[src/rtl/bde_pkg.sv]
`timescale 1ns / 1ps
// ----------------------------------------------------------------------------
// bde_pkg
// Shared constants and types of the bounded deque engine.
// ----------------------------------------------------------------------------
package bde_pkg;

  localparam int DEPTH_DEF = 16;
  localparam int DATA_W    = 32;
  localparam int OP_W      = 3;
  localparam int ST_W      = 2;
  localparam int LEN_W     = 5;

  // opcodes
  localparam logic [OP_W-1:0] OP_PUSH_FRONT = 3'd0;
  localparam logic [OP_W-1:0] OP_PUSH_BACK  = 3'd1;
  localparam logic [OP_W-1:0] OP_POP_FRONT  = 3'd2;
  localparam logic [OP_W-1:0] OP_POP_BACK   = 3'd3;
  localparam logic [OP_W-1:0] OP_CLEAR      = 3'd4;
  localparam logic [OP_W-1:0] OP_DUMP       = 3'd5;

  // result status codes
  localparam logic [ST_W-1:0] ST_OK    = 2'd0;
  localparam logic [ST_W-1:0] ST_EMPTY = 2'd1;
  localparam logic [ST_W-1:0] ST_FULL  = 2'd2;

  // controller -> datapath
  typedef struct packed {
    logic accept;      // item taken this cycle
    logic dump_begin;  // clear dump index
    logic rd_en;       // read ring at front + index
    logic emit_elem;   // load read word into output, advance index
  } cmd_t;

  // datapath -> controller
  typedef struct packed {
    logic out_free;    // output register can take a result
    logic empty;       // no stored elements
    logic idx_last;    // dump index points at the back element
  } sts_t;

endpackage

[src/rtl/bounded_deque_engine_unit.sv]
`timescale 1ns / 1ps
// ----------------------------------------------------------------------------
// bounded_deque_engine_unit
// Bounded double-ended queue of signed 32-bit words held in a ring store.
// ----------------------------------------------------------------------------
// Usage:
//   Input channel (in_valid_i / in_ready_o) carries one item: opcode_i and
//   value_i. Opcodes: push front, push back, pop front, pop back, clear, dump.
//   Output channel (out_valid_o / out_ready_i) carries results: element_o,
//   status_o (ok / empty / full), length_o (count after the op), last_o.
//   Push, pop, clear and an empty dump give one result, registered, in the
//   cycle after the item is taken; the next item can be taken in the very
//   cycle that result leaves, so these ops run at one item per cycle while
//   the receiver takes every result. Opcodes 6 and 7 give no result and are
//   taken one per cycle as well while the output register is free. A dump
//   walks the ring through its single read port: each element is read, then
//   loaded into the output register once that is free, with the input held
//   off until the walk ends. Results come front to back, last_o set on the back element.
//   Reset clears the front index, count, dump index and output valid; the store itself
//   is not cleared, only live entries are ever read.
//   When the receiver stalls, the result sits in the output register and
//   the input stops accepting until that register frees up.
// ----------------------------------------------------------------------------
module bounded_deque_engine_unit import bde_pkg::*; #(
  parameter int DEPTH = DEPTH_DEF
) (
  input  logic                     clk_i,
  input  logic                     rst_ni,
  input  logic                     in_valid_i,
  output logic                     in_ready_o,
  input  logic [OP_W-1:0]          opcode_i,
  input  logic signed [DATA_W-1:0] value_i,
  output logic                     out_valid_o,
  input  logic                     out_ready_i,
  output logic signed [DATA_W-1:0] element_o,
  output logic [ST_W-1:0]          status_o,
  output logic [LEN_W-1:0]         length_o,
  output logic                     last_o
);

  cmd_t cmd;
  sts_t sts;

  // sequencer: decides when an item is taken and steps the dump walk
  bde_ctrl u_ctrl (
    .clk_i      (clk_i),
    .rst_ni     (rst_ni),
    .in_valid_i (in_valid_i),
    .opcode_i   (opcode_i),
    .in_ready_o (in_ready_o),
    .sts_i      (sts),
    .cmd_o      (cmd)
  );

  // ring store, indices and the output register
  bde_dp #(
    .DEPTH (DEPTH)
  ) u_dp (
    .clk_i       (clk_i),
    .rst_ni      (rst_ni),
    .opcode_i    (opcode_i),
    .value_i     (value_i),
    .cmd_i       (cmd),
    .sts_o       (sts),
    .out_valid_o (out_valid_o),
    .out_ready_i (out_ready_i),
    .element_o   (element_o),
    .status_o    (status_o),
    .length_o    (length_o),
    .last_o      (last_o)
  );

endmodule

[src/rtl/bde_ctrl.sv]
`timescale 1ns / 1ps
// ----------------------------------------------------------------------------
// bde_ctrl
// Sequencer: input handshake and dump walk over the ring store.
// ----------------------------------------------------------------------------
module bde_ctrl import bde_pkg::*; (
  input  logic            clk_i,
  input  logic            rst_ni,
  input  logic            in_valid_i,
  input  logic [OP_W-1:0] opcode_i,
  output logic            in_ready_o,
  input  sts_t            sts_i,
  output cmd_t            cmd_o
);

  localparam logic [1:0] S_IDLE = 2'd0;
  localparam logic [1:0] S_READ = 2'd1;
  localparam logic [1:0] S_EMIT = 2'd2;

  logic [1:0] state_q, state_d;

  assign in_ready_o = (state_q == S_IDLE) && sts_i.out_free;

  always_comb begin
    state_d = state_q;
    cmd_o   = '0;
    case (state_q)
      S_IDLE: begin
        cmd_o.accept = in_valid_i && in_ready_o;
        if (cmd_o.accept && (opcode_i == OP_DUMP) && !sts_i.empty) begin
          cmd_o.dump_begin = 1'b1;
          state_d          = S_READ;
        end
      end
      S_READ: begin
        cmd_o.rd_en = 1'b1;
        state_d     = S_EMIT;
      end
      S_EMIT: begin
        if (sts_i.out_free) begin
          cmd_o.emit_elem = 1'b1;
          state_d         = sts_i.idx_last ? S_IDLE : S_READ;
        end
      end
      default: begin
        state_d = S_IDLE;
      end
    endcase
  end

  always_ff @(posedge clk_i or negedge rst_ni) begin
    if (!rst_ni) begin
      state_q <= S_IDLE;
    end else begin
      state_q <= state_d;
    end
  end

endmodule

[src/rtl/bde_dp.sv]
`timescale 1ns / 1ps
// ----------------------------------------------------------------------------
// bde_dp
// Datapath: ring store, front index, count, dump index, output register.
// ----------------------------------------------------------------------------
module bde_dp import bde_pkg::*; #(
  parameter int DEPTH = DEPTH_DEF
) (
  input  logic                     clk_i,
  input  logic                     rst_ni,
  input  logic [OP_W-1:0]          opcode_i,
  input  logic signed [DATA_W-1:0] value_i,
  input  cmd_t                     cmd_i,
  output sts_t                     sts_o,
  output logic                     out_valid_o,
  input  logic                     out_ready_i,
  output logic signed [DATA_W-1:0] element_o,
  output logic [ST_W-1:0]          status_o,
  output logic [LEN_W-1:0]         length_o,
  output logic                     last_o
);

  localparam int IW = (DEPTH > 1) ? $clog2(DEPTH) : 1;
  localparam int CW = $clog2(DEPTH + 1);

  logic [DATA_W-1:0] mem_q [DEPTH];
  logic [DATA_W-1:0] rd_data_q;

  logic [IW-1:0] front_q, front_d;
  logic [CW-1:0] count_q, count_d;
  logic [IW-1:0] idx_q, idx_d;

  logic                     out_valid_q, out_valid_d;
  logic signed [DATA_W-1:0] element_q, element_d;
  logic [ST_W-1:0]          status_q, status_d;
  logic [LEN_W-1:0]         length_q, length_d;
  logic                     last_q, last_d;

  logic          full, empty;
  logic [IW-1:0] front_dec, front_inc;
  logic [CW:0]   back_sum;
  logic [IW-1:0] back_addr;
  logic [IW:0]   rd_sum;
  logic [IW-1:0] rd_addr;
  logic          wr_en;
  logic [IW-1:0] wr_addr;
  logic [CW+LEN_W-1:0] len_new_ext, len_cur_ext;

  assign full  = (count_q == CW'(DEPTH));
  assign empty = (count_q == '0);

  assign front_dec = (front_q == '0) ? IW'(DEPTH - 1) : front_q - IW'(1);
  assign front_inc = (front_q == IW'(DEPTH - 1)) ? '0 : front_q + IW'(1);

  // back slot = (front + count) mod DEPTH, sum stays below 2*DEPTH
  assign back_sum  = (CW+1)'(front_q) + (CW+1)'(count_q);
  assign back_addr = (back_sum >= (CW+1)'(DEPTH)) ? IW'(back_sum - (CW+1)'(DEPTH))
                                                  : IW'(back_sum);

  assign rd_sum  = (IW+1)'(front_q) + (IW+1)'(idx_q);
  assign rd_addr = (rd_sum >= (IW+1)'(DEPTH)) ? IW'(rd_sum - (IW+1)'(DEPTH))
                                              : IW'(rd_sum);

  assign len_new_ext = (CW+LEN_W)'(count_d);
  assign len_cur_ext = (CW+LEN_W)'(count_q);

  assign sts_o.out_free = !out_valid_q || out_ready_i;
  assign sts_o.empty    = empty;
  assign sts_o.idx_last = ((CW'(idx_q) + CW'(1)) == count_q);

  always_comb begin
    front_d     = front_q;
    count_d     = count_q;
    idx_d       = idx_q;
    wr_en       = 1'b0;
    wr_addr     = back_addr;
    out_valid_d = out_valid_q && !out_ready_i;
    element_d   = element_q;
    status_d    = status_q;
    length_d    = length_q;
    last_d      = last_q;

    if (cmd_i.accept) begin
      element_d = '0;
      status_d  = ST_OK;
      last_d    = 1'b1;
      case (opcode_i)
        OP_PUSH_FRONT: begin
          if (full) begin
            status_d = ST_FULL;
          end else begin
            front_d = front_dec;
            wr_en   = 1'b1;
            wr_addr = front_dec;
            count_d = count_q + CW'(1);
          end
        end
        OP_PUSH_BACK: begin
          if (full) begin
            status_d = ST_FULL;
          end else begin
            wr_en   = 1'b1;
            count_d = count_q + CW'(1);
          end
        end
        OP_POP_FRONT: begin
          if (empty) begin
            status_d = ST_EMPTY;
          end else begin
            front_d = front_inc;
            count_d = count_q - CW'(1);
          end
        end
        OP_POP_BACK: begin
          if (empty) begin
            status_d = ST_EMPTY;
          end else begin
            count_d = count_q - CW'(1);
          end
        end
        OP_CLEAR: begin
          if (empty) status_d = ST_EMPTY;
          count_d = '0;
        end
        OP_DUMP: begin
          if (empty) status_d = ST_EMPTY;
        end
        default: begin
        end
      endcase
      length_d = len_new_ext[LEN_W-1:0];
      // unused opcodes and a non-empty dump give no result here
      if ((opcode_i <= OP_CLEAR) || ((opcode_i == OP_DUMP) && empty)) begin
        out_valid_d = 1'b1;
      end
    end

    if (cmd_i.dump_begin) idx_d = '0;

    if (cmd_i.emit_elem) begin
      out_valid_d = 1'b1;
      element_d   = rd_data_q;
      status_d    = ST_OK;
      length_d    = len_cur_ext[LEN_W-1:0];
      last_d      = sts_o.idx_last;
      idx_d       = idx_q + IW'(1);
    end
  end

  always_ff @(posedge clk_i) begin
    if (wr_en) mem_q[wr_addr] <= value_i;
    if (cmd_i.rd_en) rd_data_q <= mem_q[rd_addr];
  end

  always_ff @(posedge clk_i or negedge rst_ni) begin
    if (!rst_ni) begin
      front_q     <= '0;
      count_q     <= '0;
      idx_q       <= '0;
      out_valid_q <= 1'b0;
    end else begin
      front_q     <= front_d;
      count_q     <= count_d;
      idx_q       <= idx_d;
      out_valid_q <= out_valid_d;
    end
  end

  always_ff @(posedge clk_i) begin
    element_q <= element_d;
    status_q  <= status_d;
    length_q  <= length_d;
    last_q    <= last_d;
  end

  assign out_valid_o = out_valid_q;
  assign element_o   = element_q;
  assign status_o    = status_q;
  assign length_o    = length_q;
  assign last_o      = last_q;

endmodule

[config.mk]
export PLATFORM = sky130hd
export DESIGN_NAME = bounded_deque_engine_unit
export DESIGN_NICKNAME = d
export VERILOG_FILES = /design/src/rtl/bde_pkg.sv /design/src/rtl/bounded_deque_engine_unit.sv /design/src/rtl/bde_ctrl.sv /design/src/rtl/bde_dp.sv
export SDC_FILE = /design/constraint.sdc
export NUM_CORES = 1
export LEC_CHECK = 0
export ABC_CLOCK_PERIOD_IN_PS = 10400
export BUFFER_PORTS_ARGS = -buffer_cell sky130_fd_sc_hd__buf_2
export CAP_MARGIN = 20
export CORE_ASPECT_RATIO = 0.7
export CORE_UTILIZATION = 40
export CTS_BUF_LIST = sky130_fd_sc_hd__clkbuf_16
export CTS_CLUSTER_SIZE = 20
export DETAILED_ROUTE_END_ITERATION = 16
export SLEW_MARGIN = 40
export SYNTH_ARGS = -nofsm -noshare
export SYNTH_HDL_FRONTEND = slang
export SYNTH_SLANG_ARGS = --single-unit
[constraint.sdc]
create_clock -name clk_i -period 10.4 [get_ports clk_i]
set_input_delay 1.04 -clock clk_i [delete_from_list [all_inputs] [get_ports clk_i]]
set_output_delay 1.04 -clock clk_i [all_outputs]
set_load 0.005 [all_outputs]
==> metrics.cfg, run 1 <==
[status]
status = complete, no violations

[timing]
period_needed_ns = 4.09
hold_violations = 0
fmax_mhz = 245
worstMarginPinSlew_ns = 0.772
relSlewSlack = 0.471
clock_skew_ns = 0.0290
setup_viol_count_final = 0
holdWs_ns = 0.384
fin_tns_setup_ns = 0
fin_crit_sh = 0.393
slew_viol_final = 0
grt_setup_unrepaired = no

[floorplan]
boundaryPins = 81
die_h_um = 205
fp-row-count = 73
dieWidth_um = 291
die_area_um2 = 59600
initial_core_util = 0.409
core_um2 = 57400

[placement]
dpl.hpwl_mm = 27.0
gp_congestion = 0.775
io_buffers = 80
dp_cells = 1967

[clock_tree]
root_buffer = clkbuf_16
cts.htree.levels = 2
cts_buffers = 53
clkSinkCount = 600
cts_hold_buf = 0
cts_buffer_depth = 3
clk_pin_slew_ns = 0.07
postCtsSetupBuffers = 0
ctsResizeCount = 0
cts_tree = yes
clk_latency_ns = 0.61

[yosys]
synth-edff-count = 582
syn_area_per_cell_um2 = 20.0
ys_warn_count = 0
ys_seq_area_frac = 0.765
synth.distinct_cells = 51
yosys-top-cells-area = edfxtp_1, mux4_2, nand3_1, dfrtp_1, and2_1
syn_area_um2 = 23400
yosysTopAreaCell = edfxtp_1
syn-num-nets = 1223
ys_async_sr_fraction = 0.0267
synth-main-ff-cell = edfxtp_1
synth_top_area_frac = 0.746
syn_inst = 1171
ys_seq_elements = 600

[pwr]
swShare = 0.359
p_comb_frac = 0.430
p_int_mw = 5.87
total_power_mw = 9.16
p_per_area_nw_per_um2 = 342
p_clk_frac = 0.225
p_switching_mw = 3.29
seq_power_share = 0.346
irDropWorstVdd_mv = 0.586
power.leakage_nw = 8.66

[grt]
grt_pass1_vias = 11900
grt_antenna_before_repair = 3
grt_max_degree = 65
overflow = 0
track_usage = 0.184
grt_pass1_wl_mm = 80.0

[routing]
vias = 11700
wl_per_cell_um = 26.0
drt-vias-per-instance = 5.68
drt-initial-drc-count = 1266
remaining_drc_errors = 0
drtAntennaViolNets = 0
dr.pass1.iters = 5
drt_wl_total_mm = 53.9

[critical_path]
end_kind = register
crit_arrival_ns = 4.41
worstSetupPathType = register to register
start_kind = register
cp.required_ns = 10.72
crit_fanout = 54

[worst_hold_path]
worstHoldPathType = input port to asynchronous set/reset pin

[final_layout]
layout-drive-gt1-share = 0.267
syn2layout_area_growth_pct = 14.4
final_common_cell = edfxtp_1
layout_common_cells = edfxtp_1, nand3_1, mux4_2
fin_nets = 1324
fin_cells = 2069

[run]
cap_violations = 0

[layout make-up]
class | instances | area [µm²]
Clock buffer | 53 | 1330
Antenna cell | 3 | 7.51
Tap cell | 750 | 938
Fill cell | 4784 | 30500
Multi-Input combinational cell | 497 | 5400
Timing Repair Buffer | 112 | 692
Clock inverter | 46 | 505
Inverter | 8 | 30.0
Sequential cell | 600 | 17900
[routing by layer]
| metal | vias up | track usage | wire [µm] |
|---|---|---|---|
| li1 | 5022 | - | - |
| met1 | 6315 | 0.282 | 25900 |
| met2 | 349 | 0.276 | 24000 |
| met3 | 59 | 0.0346 | 3320 |
| met4 | 2 | 0.0308 | 617 |
| met5 | - | 0 | 9 |
[metrics by stage]
stage | setup slack (ns) | area (µm²) | util
detailed placement | 6.04 | 25000 | 0.435
global placement | 6.08 | 24900 | 0.434
finish | 6.31 | 26800 | 0.468
floorplan | 5.64 | 23400 | -
CTS | 6.05 | 26800 | 0.467
global route | 6.12 | 26800 | 0.467
[synthesized netlist by cell type (2+ instances only)]
library cell / n
a21o_1: 2
a21oi_1: 12
a22o_1: 3
a41oi_1: 2
and2_1: 38
buf_2: 20
buf_6: 2
clkbuf_1: 43
dfrtp_1: 16
dfxtp_1: 2
edfxtp_1: 582
fa_1: 2
ha_1: 11
inv_1: 8
mux2_2: 3
mux2i_1: 6
mux4_2: 128
nand2_1: 10
nand2b_1: 4
nand3_1: 136
nand4_1: 34
nor2_1: 16
nor2b_1: 4
nor3_1: 22
o21ai_0: 12
o21bai_1: 2
o31ai_1: 8
or3_1: 2
xnor2_1: 10
xnor2_2: 2
xor2_1: 9
[logic make-up after synthesis]
group,count (synthesis),share of synthesized area
and+or+nand+nor,273,0.0628
xor gates and xnor gates,21,0.00849
muxes,139,0.128
buffers and inverters,74,0.0137
adders and majority gates,13,0.00758
DFF,600,0.765
AOI/OAI and AO/OA,51,0.0146
[worst max-delay path: stages (launching register included)]
cell	delay, ns
dfrtp_1	0.53
ha_4	0.19
inv_1	0.05
fa_4	1.06
buf_6	0.59
buf_4	0.74
mux4_2	0.41
nand3_1	0.11
nand4_1	0.10
[power groups by stage]
stage	logic [mW]	clock network (mW)	registers, mW
2_1_floorplan	2.79	0	3.18
3_3_place_gp	3.87	0	3.21
3_5_place_dp	3.95	0	3.22
4_1_cts	3.97	2.10	3.17
5_1_grt	4.25	2.20	3.19
6_report	3.94	2.06	3.17
[worst paths after layout]
| check | from | to | slack, ns | depth (start not counted) |
|---|---|---|---|---|
| max | u_dp.front_q[0] | u_dp.rd_data_q[0] | 6.31 | 8 |
| min | rst_ni | u_dp.front_q[1] | 0.38 | 1 |
| max reg2reg | u_dp.front_q[0] | u_dp.rd_data_q[0] | 6.31 | 8 |
| min reg2reg | u_dp.status_o[1] | u_dp.status_o[1] | 0.47 | 2 |
| max in group asynchronous | rst_ni | u_ctrl.state_q[1] | 9.72 | 1 |
| min in group clk_i | u_dp.status_o[1] | u_dp.status_o[1] | 0.47 | 2 |
[flip-flops by register name, summed over array words and instances (netlist names), 2 cells and up]
name and cells:
u_dp.rd_data_q 32, u_dp.front_q 4, u_ctrl.state_q 2, u_dp.idx_q 4
u_dp.length_o 5, u_dp.count_q 5, u_dp.mem_q 512, u_dp.status_o 2
u_dp.element_o 32
Note: power is estimated with default switching activity, not from simulation.
==> run 2, diff against run 1 <==
ABC_AREA = 1   (was default)
ABC_CLOCK_PERIOD_IN_PS = 4200   (was 10400)
clock period = 4.2 ns   (was 10.4 ns; I/O delays follow)
==> metrics.cfg, run 2 <==
[floorplan]
core_um2 = 60600  ; +5.7%
boundaryPins = 81  ; unchanged
fp-row-count = 75  ; +2.7%
dieWidth_um = 300  ; +2.9%
die_h_um = 210  ; +2.8%
die_area_um2 = 63000  ; +5.8%
initial_core_util = 0.409  ; +0.000543

[pwr]
p_per_area_nw_per_um2 = 827  ; +140%
power.leakage_nw = 10.6  ; +23%
irDropWorstVdd_mv = 1.07  ; +82%

[timing]
period_needed_ns = 3.39  ; -0.693 ns
setup_viol_count_final = 0  ; unchanged
worstMarginPinSlew_ns = 0.737  ; -0.0344 ns
fin_crit_sh = 0.808  ; +0.415
fmax_mhz = 295  ; +20%
slew_viol_final = 0  ; unchanged
fin_tns_setup_ns = 0  ; unchanged
relSlewSlack = 0.507  ; +0.0365
grt_setup_unrepaired = no
clock_skew_ns = 0.0153  ; -0.0137 ns
hold_violations = 0  ; unchanged
holdWs_ns = 0.199  ; -0.185 ns

[yosys]
syn_area_per_cell_um2 = 12.3  ; -39%
ys_seq_area_frac = 0.722  ; -0.0421
synth_top_area_frac = 0.705  ; -0.0410
synth-main-ff-cell = edfxtp_1
synth.distinct_cells = 33  ; -35%
ys_warn_count = 0  ; unchanged
yosysTopAreaCell = edfxtp_1
yosys-top-cells-area = edfxtp_1, inv_1, nand3_1, o211ai_1, nand2_1
synth.most_common_cell = edfxtp_1
syn-num-nets = 2075  ; +70%
syn_area_um2 = 24800  ; +5.8%
yosys-top-cells-count = edfxtp_1, inv_1, nand2_1
ys_seq_elements = 600  ; unchanged
ys_async_sr_fraction = 0.0267  ; unchanged
synth-edff-count = 582  ; unchanged
syn_inst = 2023  ; +73%

[placement]
gp_congestion = 0.836  ; +7.9%
placed_area_um2 = 26400  ; +5.7%
dpl.hpwl_mm = 32.1  ; +19%
io_buffers = 80  ; unchanged
dp_cells = 2852  ; +45%

[routing]
drt_wl_total_mm = 55.3  ; +2.7%
remaining_drc_errors = 0  ; unchanged
drt-initial-drc-count = 1291  ; +2.0%
drt-vias-per-instance = 5.08  ; -11%
drtAntennaViolNets = 0  ; unchanged
vias = 15000  ; +28%
dr.pass1.iters = 5  ; unchanged
wl_per_cell_um = 18.7  ; -28%

[critical_path]
end_kind = register
start_kind = register
crit_arrival_ns = 3.68  ; -0.73 ns
worstSetupPathType = register to register
crit_fanout = 21  ; -61%
cp.required_ns = 4.48  ; -6.24 ns

[clock_tree]
cts_buffers = 54  ; +1.9%
clkSinkCount = 600  ; unchanged
cts_tree = yes
clk_pin_slew_ns = 0.06  ; about the same
cts.htree.levels = 2  ; unchanged
cts_buffer_depth = 3  ; unchanged
clk_latency_ns = 0.59  ; -0.02 ns
root_buffer = clkbuf_16

[final_layout]
finish.utilization = 0.464  ; -0.00393
layout_common_cells = edfxtp_1, inv_1, nand2_1
largest_reg_flops = 512  ; unchanged
syn2layout_area_growth_pct = 13.3
fin_cells = 2955  ; +43%
regMostFlops = u_dp.mem_q
fin_nets = 2154  ; +63%
post-route-cell-area_um2 = 28100  ; +4.8%
fillCellCount = 5442  ; +14%
final_common_cell = edfxtp_1
layout-drive-gt1-share = 0.115  ; -0.152

[worst_hold_path]
worstHoldPathType = input port to register

[grt]
grt_antenna_before_repair = 0  ; -3
overflow = 0  ; unchanged
grt_pass1_wl_mm = 85.5  ; +6.8%
grt_max_degree = 87  ; +34%
grt_pass1_vias = 14300  ; +20%
track_usage = 0.177  ; -0.00669

[status]
status = complete, no violations

[run]
cap_violations = 0  ; unchanged

==> run 2: logic make-up (layout without fill, tap and decap cells) <==
group / Yosys count / in the layout / share of synthesized area
fa+ha+maj: 13 / 13 / 0.00716
mux: 1 / 1 / 0.000454
buf+inv: 442 / 563 / 0.0713
other cells: 0 / 3 / 0
compound gates: 439 / 439 / 0.104
simple gates: 515 / 515 / 0.0889
flops: 600 / 600 / 0.722
xor+xnor: 13 / 13 / 0.00565
==> run 2: metal layers <==
layer | global-route usage | up-vias | part of all wire
met1 | 0.268 | 7369 | 0.49
met5 | 0 | - | 0
met2 | 0.271 | 327 | 0.44
met4 | 0.0338 | 0 | 0.014
li1 | - | 7257 | -
met3 | 0.0264 | 62 | 0.051
==> run 2: area by class of cell <==
type | count | area [µm²] | share of cell area
clock buffer | 55 | 1380 | 0.0490
antenna | 3 | 7.51 | 0.000267
sequential | 600 | 17900 | 0.637
inverter | 329 | 1230 | 0.0439
multi-input combinational | 981 | 5290 | 0.188
tap | 808 | 1010 | 0.0360
clock inverter | 43 | 304 | 0.0108
timing repair buffer | 136 | 968 | 0.0345
==> run 2: repair_timing <==
| action | CTS | global route |
|---|---|---|
| endpoints found under the hold margin | 16 | 0 |
| gates resized for setup | 0 | 0 |
| hold buffers | 1 | 0 |
| setup buffers | 0 | 0 |
==> run 2: report_power, final <==
group	internal [mW]	total [mW]	switching (mW)
Sequential	7.44	7.71	0.264
Clock	2.61	4.74	2.13
Combinational	3.67	10.8	7.14
Total	13.7	23.3	9.53
==> run 2: through the flow <==
stage	setup slack, ns	total power, mW
after floorplan	0.878	15.4
after global placement	0.915	18.5
after detailed placement	0.818	18.7
after CTS	0.816	23.5
after global routing	0.471	25.0
final	0.806	23.3
==> run 2: worst max-delay path, cell delays in order (launching register included) <==
cell and delay, ns:
dfrtp_1 0.44, inv_1 0.15, ha_1 0.23, nand3_1 0.37, nand3_1 0.36, nand2_1 0.08
nand2_1 0.09, nand3_1 0.32, nor2_4 0.69, buf_4 0.34
==> run 2: worst paths after layout <==
kind,slack (ns),end,startpoint,cells after the start
setup / recovery,0.81,u_dp.mem_q[15][20],u_dp.count_q[0],9
setup reg to reg,0.81,u_dp.mem_q[15][20],u_dp.count_q[0],9
max in group asynchronous,3.62,u_ctrl.state_q[1],rst_ni,2
min in group asynchronous,0.29,u_dp.front_q[2],rst_ni,2
hold reg to reg,0.48,u_dp.status_o[0],u_dp.status_o[0],2
hold / removal,0.20,u_ctrl.state_q[1],out_ready_i,4
==> run 3, diff against run 2 <==
ABC_AREA = 0   (was 1)
ABC_CLOCK_PERIOD_IN_PS = 2800   (was 4200)
clock period = 2.8 ns   (was 4.2 ns; I/O delays follow)
==> metrics.cfg, run 3 (same netlist as run 1, synthesis figures left out) <==
[clock_tree]
cts_tree = yes
root_buffer = clkbuf_16
clk_pin_slew_ns = 0.06  ; about the same
cts_buffer_depth = 3  ; unchanged
cts.htree.levels = 2  ; unchanged
clk_latency_ns = 0.65  ; +0.06 ns
clkSinkCount = 600  ; unchanged
cts_buffers = 56  ; +3.7%

[critical_path]
crit_slowest_cell = fa_4
worstSetupPathType = register to register
end_kind = register
crit_fanout = 6  ; -71%
start_kind = register
slowest_delay_ns = 0.87  ; +0.18 ns
cp.required_ns = 3.04  ; -1.44 ns
crit_path_cell_trace = ha_4, inv_2, fa_4, buf_12, buf_8, mux4_2, nand3_2, nand4_1
crit_arrival_ns = 3.06  ; -0.62 ns

[timing]
relSlewSlack = 0.563  ; +0.0562
setup_slack_ns = -0.0289  ; -0.835 ns
period_needed_ns = 2.83  ; -0.565 ns
worstMarginPinSlew_ns = 0.653  ; -0.0839 ns
clock_skew_ns = 0.0592  ; +0.0439 ns
slew_viol_final = 0  ; unchanged
setup_viol_count_final = 2  ; +2
grt_setup_unrepaired = yes
hold_violations = 0  ; unchanged
fin_crit_sh = 1.01  ; +0.202
fmax_mhz = 353  ; +20%

[pwr]
p_comb_frac = 0.491  ; +0.026
p_switching_mw = 13.8  ; +45%
irDropWorstVdd_mv = 1.60  ; +50%
power.leakage_nw = 9.52  ; -10%
swShare = 0.367  ; -0.0430
p_clk_frac = 0.200  ; -0.004
p_int_mw = 23.8  ; +74%
p_per_area_nw_per_um2 = 1320  ; +59%
seq_power_share = 0.309  ; -0.022

[grt]
grt_pass1_wl_mm = 82.9  ; -3.0%
overflow = 0  ; unchanged
grt_max_degree = 43  ; -51%
track_usage = 0.190  ; +0.0127
grt_antenna_before_repair = 2  ; +2
grt_pass1_vias = 12500  ; -13%

[placement]
dpl.hpwl_mm = 32.2  ; about the same
gp_congestion = 0.774  ; -7.4%
place_ws_ns = -0.0223  ; -0.841 ns
dp_cells = 2032  ; -29%
io_buffers = 80  ; unchanged

[final_layout]
fin_nets = 1441  ; -33%
layout_common_cells = edfxtp_1, nand3_1, mux4_2
fin_cells = 2185  ; -26%
syn2layout_area_growth_pct = 21.9
final_common_cell = edfxtp_1
fillCellCount = 4635  ; -15%
largest_reg_flops = 512  ; unchanged
layout-drive-gt1-share = 0.323  ; +0.208
regMostFlops = u_dp.mem_q

[floorplan]
die_area_um2 = 59600  ; -5.5%
boundaryPins = 81  ; unchanged
dieWidth_um = 291  ; -2.8%
initial_core_util = 0.409  ; -0.000543
die_h_um = 205  ; -2.8%
fp-row-count = 73  ; -2.7%
core_um2 = 57400  ; -5.4%

[status]
violations = negative setup slack
status = complete, but fails checks

[routing]
wl_per_cell_um = 26.1  ; +39%
drt_wl_total_mm = 56.9  ; +2.9%
dr.pass1.iters = 7  ; +2
drt-initial-drc-count = 1204  ; -6.7%
drtAntennaViolNets = 0  ; unchanged
vias = 12300  ; -18%
remaining_drc_errors = 0  ; unchanged
drt-vias-per-instance = 5.65  ; +11%

[run]
cap_violations = 0  ; unchanged

[worst_hold_path]
worstHoldPathType = input port to register

[run 3: power by group through the flow]
| stage | Sequential, mW | Combinational (mW) | Clock [mW] |
|---|---|---|---|
| after floorplan | 11.8 | 10.8 | 0 |
| after global placement | 11.8 | 17.2 | 0 |
| after detailed placement | 11.9 | 17.4 | 0 |
| after CTS | 11.7 | 18.1 | 7.70 |
| after global routing | 11.7 | 19.8 | 8.02 |
| final | 11.6 | 18.5 | 7.52 |
[run 3: layer usage]
layer	track usage	share of wire	up-vias
met2	0.279	0.45	458
met5	0	0.00023	-
li1	-	-	5276
met3	0.0365	0.065	70
met1	0.289	0.47	6535
met4	0.0488	0.017	2
[run 3: cell type report]
type / instances / area [µm²] / share of cell area
Clock buffer: 56 / 1400 / 0.0491
Timing Repair Buffer: 226 / 2310 / 0.0809
Tap cell: 750 / 938 / 0.0328
Antenna cell: 1 / 2.50 / 0.0000876
Sequential cell: 600 / 17900 / 0.627
Inverter: 8 / 32.5 / 0.00114
Multi-Input combinational cell: 497 / 5550 / 0.194
Clock inverter: 47 / 407 / 0.0142
[run 3: critical path: cells and delay by family (launching register included)]
family / cells / cell delay [ns]
fa+ha+maj: 2 / 1.03
flops: 1 / 0.42
simple gates: 2 / 0.38
buf+inv: 3 / 0.33
mux: 1 / 0.30
[run 3: repair_timing]
item                                    4_1_cts  5_1_grt
endpoints found under the setup margin       24      173
cloned                                        4        8
endpoints found under the hold margin       156        0
resized for setup                             5       13
setup buffers                                 8       17
pin swaps                                     4       10
hold buffers                                 14        0
[run 3: metrics by stage]
step           power [mW]  hold slack, ns   util  instance area [µm²]  TNS [ns]
6_report             37.6          0.0358  0.498                28600   -0.0412
5_1_grt              39.5          0.0258  0.498                28600    -0.227
4_1_cts              37.4         0.00228  0.492                28200         0
3_5_place_dp         29.3           0.238  0.454                26100    -0.431
3_3_place_gp         29.1           0.235  0.454                26000    -31.08
2_1_floorplan        22.6         -0.0156      -                23700   -126.05
[run 3: final timing paths]
| path | start | endpoint | slack, ns | cells after the start |
|---|---|---|---|---|
| max | u_dp.front_q[0] | u_dp.rd_data_q[2] | -0.03 | 8 |
| min | value_i[8] | u_dp.mem_q[0][8] | 0.04 | 1 |
| max reg2reg | u_dp.front_q[0] | u_dp.rd_data_q[2] | -0.03 | 8 |
| min reg2reg | u_dp.status_o[1] | u_dp.status_o[1] | 0.46 | 2 |
| max in group asynchronous | rst_ni | u_dp.count_q[1] | 2.32 | 2 |
| min in group asynchronous | rst_ni | u_dp.idx_q[2] | 0.16 | 2 |
